[src/hw/rtl/idte_pkg.sv]
`timescale 1ns / 1ps

package idte_pkg;

	// ASCII codes used by the format check
	localparam logic [7:0] CH_DASH = 8'h2D;
	localparam logic [7:0] CH_ZERO = 8'h30;
	localparam logic [7:0] CH_NINE = 8'h39;
	localparam logic [7:0] DATE_LEN = 8'd10;

	// Year bias of three 400-year eras keeps the shifted year non-negative
	localparam logic signed [14:0] YEAR_BIAS = 15'sd1200;
	// 719468 plus three eras of 146097 days
	localparam logic [23:0] DAY_BIAS = 24'd1157759;
	// floor(x / 25) == (x * 1311) >> 15 for x below 2800
	localparam logic [10:0] RECIP_25 = 11'd1311;
	localparam int RECIP_SHIFT = 15;
	// 86400e9 = 1318359375 << 16
	localparam logic [30:0] NANOS_K = 31'd1318359375;
	localparam int NANOS_SHIFT = 16;
	localparam logic signed [22:0] MAX_SAFE_DAYS = 23'sd106751;

	// Ten characters of the date text plus its length
	typedef struct packed {
		logic [7:0] text_length;
		logic [7:0] char_0;
		logic [7:0] char_1;
		logic [7:0] char_2;
		logic [7:0] char_3;
		logic [7:0] char_4;
		logic [7:0] char_5;
		logic [7:0] char_6;
		logic [7:0] char_7;
		logic [7:0] char_8;
		logic [7:0] char_9;
	} idte_text_t;

	// Parser result: format status, biased year, day of year from March 1
	typedef struct packed {
		logic        ok;
		logic [13:0] yy;
		logic [8:0]  doy;
	} idte_parse_t;

	function automatic logic is_digit(input logic [7:0] c);
		return (c >= CH_ZERO) && (c <= CH_NINE);
	endfunction

	// First day of each month in a March-based year
	function automatic logic [8:0] month_start(input logic [3:0] mp);
		logic [8:0] r;
		case (mp)
			4'd0:    r = 9'd0;
			4'd1:    r = 9'd31;
			4'd2:    r = 9'd61;
			4'd3:    r = 9'd92;
			4'd4:    r = 9'd122;
			4'd5:    r = 9'd153;
			4'd6:    r = 9'd184;
			4'd7:    r = 9'd214;
			4'd8:    r = 9'd245;
			4'd9:    r = 9'd275;
			4'd10:   r = 9'd306;
			4'd11:   r = 9'd337;
			default: r = 9'd0;
		endcase
		return r;
	endfunction

endpackage

[src/hw/rtl/idte_in_if.sv]
`timescale 1ns / 1ps

interface idte_in_if;
	logic       valid;
	logic       ready;
	logic [7:0] text_length;
	logic [7:0] char_0;
	logic [7:0] char_1;
	logic [7:0] char_2;
	logic [7:0] char_3;
	logic [7:0] char_4;
	logic [7:0] char_5;
	logic [7:0] char_6;
	logic [7:0] char_7;
	logic [7:0] char_8;
	logic [7:0] char_9;

	modport source (
		output valid, text_length, char_0, char_1, char_2, char_3, char_4,
		       char_5, char_6, char_7, char_8, char_9,
		input  ready
	);

	modport sink (
		input  valid, text_length, char_0, char_1, char_2, char_3, char_4,
		       char_5, char_6, char_7, char_8, char_9,
		output ready
	);
endinterface

[src/hw/rtl/idte_out_if.sv]
`timescale 1ns / 1ps

interface idte_out_if;
	logic               valid;
	logic               ready;
	logic               valid_res;
	logic signed [22:0] day_number;
	logic signed [63:0] epoch_nanos;
	logic               overflow;

	modport source (
		output valid, valid_res, day_number, epoch_nanos, overflow,
		input  ready
	);

	modport sink (
		input  valid, valid_res, day_number, epoch_nanos, overflow,
		output ready
	);
endinterface

[src/hw/rtl/idte_parse.sv]
`timescale 1ns / 1ps

module idte_parse
	import idte_pkg::*;
(
	input  idte_text_t  text,
	output idte_parse_t res
);

	logic [3:0]         d0, d1, d2, d3, d5, d6, d8, d9;
	logic               year_neg;
	logic               fmt_ok;
	logic [9:0]         year_mag;
	logic signed [14:0] year_val;
	logic signed [14:0] year_adj;
	logic [6:0]         month;
	logic [6:0]         day;
	logic               early;
	logic [3:0]         mp;

	// Digit values are the low nibble once the character is known to be a digit
	assign d0 = text.char_0[3:0];
	assign d1 = text.char_1[3:0];
	assign d2 = text.char_2[3:0];
	assign d3 = text.char_3[3:0];
	assign d5 = text.char_5[3:0];
	assign d6 = text.char_6[3:0];
	assign d8 = text.char_8[3:0];
	assign d9 = text.char_9[3:0];

	assign year_neg = (text.char_0 == CH_DASH);

	// Strict YYYY-MM-DD layout; a minus sign may stand in place of the first year digit
	assign fmt_ok = (text.text_length == DATE_LEN)
		&& (text.char_4 == CH_DASH) && (text.char_7 == CH_DASH)
		&& (is_digit(text.char_0) || year_neg)
		&& is_digit(text.char_1) && is_digit(text.char_2) && is_digit(text.char_3)
		&& is_digit(text.char_5) && is_digit(text.char_6)
		&& is_digit(text.char_8) && is_digit(text.char_9);

	// Field values
	always_comb begin
		year_mag = 10'(d1) * 10'd100 + 10'(d2) * 10'd10 + 10'(d3);
		if (year_neg) begin
			year_val = -$signed({5'b0, year_mag});
		end else begin
			year_val = $signed({1'b0, 14'(d0) * 14'd1000 + {4'b0, year_mag}});
		end
		month = 7'(d5) * 7'd10 + 7'(d6);
		day   = 7'(d8) * 7'd10 + 7'(d9);
	end

	// January and February count with the previous year
	always_comb begin
		early    = (month <= 7'd2);
		year_adj = year_val - $signed({14'b0, early}) + YEAR_BIAS;
		mp       = early ? 4'(month + 7'd9) : 4'(month - 7'd3);
	end

	assign res.ok  = fmt_ok && (month >= 7'd1) && (month <= 7'd12)
		&& (day >= 7'd1) && (day <= 7'd31);
	assign res.yy  = year_adj[13:0];
	assign res.doy = month_start(mp) + 9'(day) - 9'd1;

endmodule

[src/hw/rtl/iso_date_to_epoch_nanos_top.sv]
`timescale 1ns / 1ps
// An input transaction passes through stage registers s1, s2, s3 and s4 before its result reaches the output channel.
// Throughput: one date per cycle unless the output stalls; set by the four-stage pipeline that moves as one.
// A stall on the output holds every stage, and the input is not ready meanwhile.
// Reset (arst_n low, asynchronous) clears all stage valid bits; the
// pipeline is empty and ready right after reset.

module iso_date_to_epoch_nanos_top
	import idte_pkg::*;
(
	input  logic      clk,
	input  logic      arst_n,
	idte_in_if.sink   date,
	idte_out_if.source stamp
);

	idte_text_t  text;
	idte_parse_t prs;
	logic        adv;

	// Stage registers
	logic               vld_s1, vld_s2, vld_s3, vld_s4;
	logic               ok_s1, ok_s2, ok_s3;
	logic [13:0]        yy_s1;
	logic [8:0]         doy_s1, doy_s2;
	logic [11:0]        q4_s2;
	logic [6:0]         q100_s2;
	logic [4:0]         q400_s2;
	logic [21:0]        y365_s2;
	logic signed [22:0] days_s3;
	logic               valid_res_s4;
	logic signed [22:0] day_number_s4;
	logic signed [63:0] epoch_nanos_s4;
	logic               overflow_s4;

	// Combinational results per stage
	logic [11:0]        q4;
	logic [9:0]         q16;
	logic [22:0]        p100;
	logic [20:0]        p400;
	logic [22:0]        y365;
	logic [23:0]        sum3;
	logic signed [54:0] prod4;

	assign text = '{
		text_length: date.text_length,
		char_0: date.char_0, char_1: date.char_1, char_2: date.char_2,
		char_3: date.char_3, char_4: date.char_4, char_5: date.char_5,
		char_6: date.char_6, char_7: date.char_7, char_8: date.char_8,
		char_9: date.char_9
	};

	idte_parse u_parse (
		.text (text),
		.res  (prs)
	);

	// Whole pipeline advances unless a finished result is held
	assign adv        = !vld_s4 || stamp.ready;
	assign date.ready = adv;

	// Stage 2 math: leap-year terms and the 365-day product of the biased year
	always_comb begin
		q4   = yy_s1[13:2];
		q16  = yy_s1[13:4];
		p100 = 23'(q4) * 23'(RECIP_25);
		p400 = 21'(q16) * 21'(RECIP_25);
		y365 = 23'(yy_s1) * 23'd365;
	end

	// Stage 3 math: day count; fits 23 signed bits for every accepted date
	assign sum3 = 24'(y365_s2) + 24'(q4_s2) - 24'(q100_s2) + 24'(q400_s2)
		+ 24'(doy_s2) - DAY_BIAS;

	// Stage 4 math: days times the odd part of 86400e9
	assign prod4 = days_s3 * $signed({1'b0, NANOS_K});

	// Valid bits
	always_ff @(posedge clk or negedge arst_n) begin
		if (!arst_n) begin
			vld_s1 <= 1'b0;
			vld_s2 <= 1'b0;
			vld_s3 <= 1'b0;
			vld_s4 <= 1'b0;
		end else if (adv) begin
			vld_s1 <= date.valid;
			vld_s2 <= vld_s1;
			vld_s3 <= vld_s2;
			vld_s4 <= vld_s3;
		end
	end

	// Payload
	always_ff @(posedge clk) begin
		if (adv) begin
			ok_s1  <= prs.ok;
			yy_s1  <= prs.yy;
			doy_s1 <= prs.doy;

			ok_s2   <= ok_s1;
			doy_s2  <= doy_s1;
			q4_s2   <= q4;
			q100_s2 <= p100[RECIP_SHIFT +: 7];
			q400_s2 <= p400[RECIP_SHIFT +: 5];
			y365_s2 <= y365[21:0];

			ok_s3   <= ok_s2;
			days_s3 <= ok_s2 ? $signed(sum3[22:0]) : 23'sd0;

			valid_res_s4   <= ok_s3;
			day_number_s4  <= days_s3;
			epoch_nanos_s4 <= {prod4[63 - NANOS_SHIFT:0], {NANOS_SHIFT{1'b0}}};
			overflow_s4    <= (days_s3 > MAX_SAFE_DAYS) || (days_s3 < -MAX_SAFE_DAYS);
		end
	end

	assign stamp.valid       = vld_s4;
	assign stamp.valid_res   = valid_res_s4;
	assign stamp.day_number  = day_number_s4;
	assign stamp.epoch_nanos = epoch_nanos_s4;
	assign stamp.overflow    = overflow_s4;

	// Rejected dates carry all-zero fields
	a_reject_zero: assert property (@(posedge clk) disable iff (!arst_n)
		(vld_s4 && !valid_res_s4) |->
			(day_number_s4 == 23'sd0 && epoch_nanos_s4 == 64'sd0 && !overflow_s4))
		else $error("rejected date with nonzero fields");

	// Overflow is only flagged on a well-formed date
	a_ovf_valid: assert property (@(posedge clk) disable iff (!arst_n)
		(vld_s4 && overflow_s4) |-> valid_res_s4)
		else $error("overflow on rejected date");

	// A held result blocks the input side
	a_stall_blocks: assert property (@(posedge clk) disable iff (!arst_n)
		(vld_s4 && !stamp.ready) |-> !date.ready)
		else $error("input ready during output stall");

	// Items move one stage on each advancing cycle
	a_stage_move: assert property (@(posedge clk) disable iff (!arst_n)
		(vld_s3 && adv) |=> vld_s4)
		else $error("item lost between stages");

	// Accepted transaction reaches the first stage
	a_accept_s1: assert property (@(posedge clk) disable iff (!arst_n)
		(date.valid && date.ready) |=> vld_s1)
		else $error("accepted transaction not captured");

endmodule

[src/flat_wrapper.sv]
// flat-port wrapper written by rule: the top's interface ports become plain ports
module iso_date_to_epoch_nanos_top_flat import idte_pkg::*;
  (clk, arst_n, date_valid, date_text_length, date_char_0, date_char_1, date_char_2, date_char_3, date_char_4, date_char_5, date_char_6, date_char_7, date_char_8, date_char_9, date_ready, stamp_valid, stamp_valid_res, stamp_day_number, stamp_epoch_nanos, stamp_overflow, stamp_ready);
  idte_in_if date_i ();
  idte_out_if stamp_i ();
  input  logic clk;
  input  logic arst_n;
  input wire logic [$bits(date_i.valid)-1:0] date_valid;
  input wire logic [$bits(date_i.text_length)-1:0] date_text_length;
  input wire logic [$bits(date_i.char_0)-1:0] date_char_0;
  input wire logic [$bits(date_i.char_1)-1:0] date_char_1;
  input wire logic [$bits(date_i.char_2)-1:0] date_char_2;
  input wire logic [$bits(date_i.char_3)-1:0] date_char_3;
  input wire logic [$bits(date_i.char_4)-1:0] date_char_4;
  input wire logic [$bits(date_i.char_5)-1:0] date_char_5;
  input wire logic [$bits(date_i.char_6)-1:0] date_char_6;
  input wire logic [$bits(date_i.char_7)-1:0] date_char_7;
  input wire logic [$bits(date_i.char_8)-1:0] date_char_8;
  input wire logic [$bits(date_i.char_9)-1:0] date_char_9;
  output wire logic [$bits(date_i.ready)-1:0] date_ready;
  output wire logic [$bits(stamp_i.valid)-1:0] stamp_valid;
  output wire logic [$bits(stamp_i.valid_res)-1:0] stamp_valid_res;
  output wire logic [$bits(stamp_i.day_number)-1:0] stamp_day_number;
  output wire logic [$bits(stamp_i.epoch_nanos)-1:0] stamp_epoch_nanos;
  output wire logic [$bits(stamp_i.overflow)-1:0] stamp_overflow;
  input wire logic [$bits(stamp_i.ready)-1:0] stamp_ready;
  assign date_i.valid = date_valid;
  assign date_i.text_length = date_text_length;
  assign date_i.char_0 = date_char_0;
  assign date_i.char_1 = date_char_1;
  assign date_i.char_2 = date_char_2;
  assign date_i.char_3 = date_char_3;
  assign date_i.char_4 = date_char_4;
  assign date_i.char_5 = date_char_5;
  assign date_i.char_6 = date_char_6;
  assign date_i.char_7 = date_char_7;
  assign date_i.char_8 = date_char_8;
  assign date_i.char_9 = date_char_9;
  assign date_ready = date_i.ready;
  assign stamp_valid = stamp_i.valid;
  assign stamp_valid_res = stamp_i.valid_res;
  assign stamp_day_number = stamp_i.day_number;
  assign stamp_epoch_nanos = stamp_i.epoch_nanos;
  assign stamp_overflow = stamp_i.overflow;
  assign stamp_i.ready = stamp_ready;
  iso_date_to_epoch_nanos_top u_core (.clk(clk), .arst_n(arst_n), .date(date_i), .stamp(stamp_i));
endmodule
[config.mk]
export PLATFORM = sky130hd
export DESIGN_NAME = iso_date_to_epoch_nanos_top_flat
export DESIGN_NICKNAME = d
export VERILOG_FILES = /design/src/hw/rtl/idte_pkg.sv /design/src/hw/rtl/idte_in_if.sv /design/src/hw/rtl/idte_out_if.sv /design/src/hw/rtl/idte_parse.sv /design/src/hw/rtl/iso_date_to_epoch_nanos_top.sv /design/src/flat_wrapper.sv
export SDC_FILE = /design/constraint.sdc
export NUM_CORES = 1
export LEC_CHECK = 0
export BUFFER_PORTS_ARGS = -buffer_cell sky130_fd_sc_hd__buf_2
export CORE_ASPECT_RATIO = 0.75
export CORE_MARGIN = 1
export CORE_UTILIZATION = 40
export CTS_CLUSTER_DIAMETER = 100
export DETAILED_ROUTE_END_ITERATION = 8
export HOLD_SLACK_MARGIN = 0.03
export SKIP_CTS_REPAIR_TIMING = 1
export SLEW_MARGIN = 40
export SYNTH_ARGS = -nofsm -noshare
export SYNTH_HDL_FRONTEND = slang
export SYNTH_SLANG_ARGS = --single-unit
[constraint.sdc]
create_clock -name clk -period 11.9 [get_ports clk]
set_input_delay 1.19 -clock clk [delete_from_list [all_inputs] [get_ports clk]]
set_output_delay 1.19 -clock clk [all_outputs]
set_load 0.01 [all_outputs]
==> impl_metrics.yaml <==
outcome:
  status: "complete, no violations"
setup_path:
  setup.worst_path.end_class: "flip-flop"
  critPathKind: "flip-flop to flip-flop"
  crit_required_ps: 12120
  start_kind: "flip-flop"
  critPathMaxFanout: 12
  worstPathArrival_ps: 7380
  crit_start: "u_core.days_s3[15]"
  r2r_start: "u_core.days_s3[15]"
synth:
  ys_seq_elements: 180
  synth-edff-count: 176
  synthMuxAreaShare: 0.003699
  syn_inst: 2722
  ys_seq_area_frac: 0.1896
  ys_types: 84
  synth-compound-area-share: 0.08390
  synth_warnings: 0
  synth_flop_cell: "edfxtp_1"
  syn-cell-area_um2: 28410
  synthAdderAreaFrac: 0.5144
  synth_top_family_by_area: "adder cells"
  synth_async_sr_flop_share: 0.02222
  synth_xor_area_frac: 0.04523
  synth_simple_gate_area_frac: 0.06509
  syn_avg_cell_area_um2: 10.44
route:
  first_iter_violations: 1201
  ant_nets: 0
  dr.pass1.iters: 5
  via_count: 18600
  avgViaCountPerCell: 4.824
  post_drt_wl_per_cell_um: 17.24
  route.detailed.drc: 0
  wirelength_um: 66450
floorplanning:
  start_util: 0.4047
  die_area_um2: 72110
  rows: 84
  die_w_um: 309.7
  die_y_um: 232.8
  ios: 183
  coreArea_um2: 70210
final_layout:
  insertedDiodeCount: 0
  final_nets: 3938
  fin_util: 0.4403
  layout-drive-gt1-share: 0.08353
  syn2layout_area_growth_pct: 8.817
timing:
  setup_ws_ps: 4737
  setup_viol: 0
  tns_ps: 0
  rsz0062_at_grt: "no"
  fin_crit_sh: 0.6019
  slew_headroom: 0.4760
  hold_violations: 0
  final.min_clock_period_ps: 7163
  maxSlewViolCount: 0
  max_freq_mhz: 139.6
  fin_skew_ps: 25.17
  worst_pin_slew_ps: 780.0
place:
  dpl_worst_slack_ps: 4829
  numPortBuffers: 166
  hpwl_um: 57790
  gp_congestion: 0.9713
cts:
  htree_num_levels: 4
  cts_root_buffer: "clkbuf_16"
  worstSkewPairLatency_ps: 490
  clockBufferDepth: 2
  path_clk_slew_ps: 70
  cts_buffers: 17
  cts_sinks: 180
  cts_tree: "built"
grt:
  grt_max_degree: 80
  antenna_found_initial: 0
  grt_pass1_wl_um: 105800
  grt-ovfl-total: 0
  grt_pass1_vias: 18920
  grt_usage: 0.1931
run:
  cap_violations: 0
min_path:
  hp-class: "flip-flop to flip-flop"
  min_from: "u_core.ok_s3"
[per-stage QoR]
step	instance area [µm²]	hold slack [ps]	std cells
floorplan	28470	400.3	2737
global placement	30320	400.6	3822
detailed placement	30330	406.1	3822
CTS	30880	419.9	3853
global route	30910	433.8	3855
finish	30910	418.8	3855
[kinds of logic (layout without fill, tap and decap cells)]
kind of cell    count (synthesis)  count (layout)
other cells                     1              16
simple gates                  360             360
flops                         180             180
fa+ha+maj                     949             949
buf+inv                       717             889
compound gates                360             360
xor+xnor                      145             145
mux                            10              10
[path summary, 6_finish.rpt]
path / endpoint / slack, ps / cells after the start
setup / recovery: u_core.stamp.epoch_nanos[63] / 4740 / 21
hold / removal: u_core.stamp.valid_res / 420 / 0
setup reg to reg: u_core.stamp.epoch_nanos[63] / 4740 / 21
hold reg to reg: u_core.stamp.valid_res / 420 / 0
max in group asynchronous: u_core.vld_s1 / 11280 / 1
min in group asynchronous: u_core.stamp.valid / 510 / 1
[Yosys cell counts, drive strengths merged (6+ instances only)]
cell    instances  area, µm²
nor2b          19      118.9
and3           10      62.56
nor3           38      195.2
clkbuf         13      58.80
buf            20      151.4
o21ai          64      324.1
nand2b         11      68.82
xnor2         105      919.6
o21bai         18      135.1
nor4b           8      70.07
nor2           78      292.8
or2            10      62.56
nand3          31      155.2
a21boi          7      56.31
or3             6      37.54
fa            365       7307
inv           683       2564
o211ai         13      97.59
nand2          85      319.1
a211oi         13      102.6
mux2i           6      60.06
ha            584       7307
and2           15      93.84
xor2           39      341.6
nor4            9      56.30
a21o           48      362.8
a21oi         116      588.1
a31oi           9      56.30
o31ai           8      65.06
o21a           21      157.7
edfxtp        176       5285
nand4          19      133.9
[sequential cells by signal (all words and copies together) (netlist names)]
signal                    cells
u_core.days_s3               23
u_core.stamp.day_number      23
u_core.vld_s3                 1
u_core.vld_s2                 1
u_core.stamp.valid_res        1
u_core.doy_s1                 9
u_core.stamp.overflow         1
u_core.yy_s1                 14
u_core.y365_s2               22
u_core.ok_s2                  1
u_core.doy_s2                 9
u_core.stamp.valid            1
u_core.ok_s1                  1
u_core.stamp.epoch_nanos     47
u_core.vld_s1                 1
u_core.q400_s2                5
u_core.ok_s3                  1
u_core.q4_s2                 12
u_core.q100_s2                7
[area by class of cell]
cell class              count  area (µm²)
repair buffers            175       922.1
flip-flops and latches    180        5385
well taps                 946        1184
multi-input cells        1840       20310
inverters                 683        2564
clock inverters            13       125.1
clock buffers              18       429.2
fillers                  6797       39290
[placed cells by master (no fill, tap or decap), types with 12 or more instances in the layout]
cell,count
nor2_1,78
a21o_1,46
buf_2,166
fa_1,365
nand4_1,18
clkbuf_16,17
nor2b_1,19
nand2_1,85
conb_1,16
o21bai_1,18
edfxtp_1,176
xor2_1,39
nand3_1,31
o211ai_1,13
o21a_1,21
a211oi_1,12
a21oi_1,114
o21ai_0,59
nor3_1,37
xnor2_1,105
ha_1,584
and2_1,15
inv_1,683
[worst max-delay path: stages (launching register included)]
cell,delay [ps]
edfxtp_1,790
fa_1,570
ha_1,200
inv_1,70
fa_1,420
fa_1,510
inv_1,70
fa_1,500
fa_1,570
inv_1,60
fa_1,530
inv_1,40
ha_1,340
o21ai_0,130
a21oi_1,110
a221o_1,320
a31oi_1,370
o21ai_1,290
o221ai_2,480
o21bai_1,160
a41oi_1,280
xnor2_1,90
[layer usage]
metal | global-route usage | vias to the layer above | part of all wire
met2 | 0.2717 | 492 | 0.40
met5 | 0 | - | 0
met1 | 0.2978 | 8809 | 0.52
met3 | 0.04800 | 38 | 0.074
met4 | 0.03110 | 0 | 0.010
li1 | - | 9259 | -
Power is not shown: default switching activity piles up to over one toggle a cycle in this logic, so the estimate is an artifact.
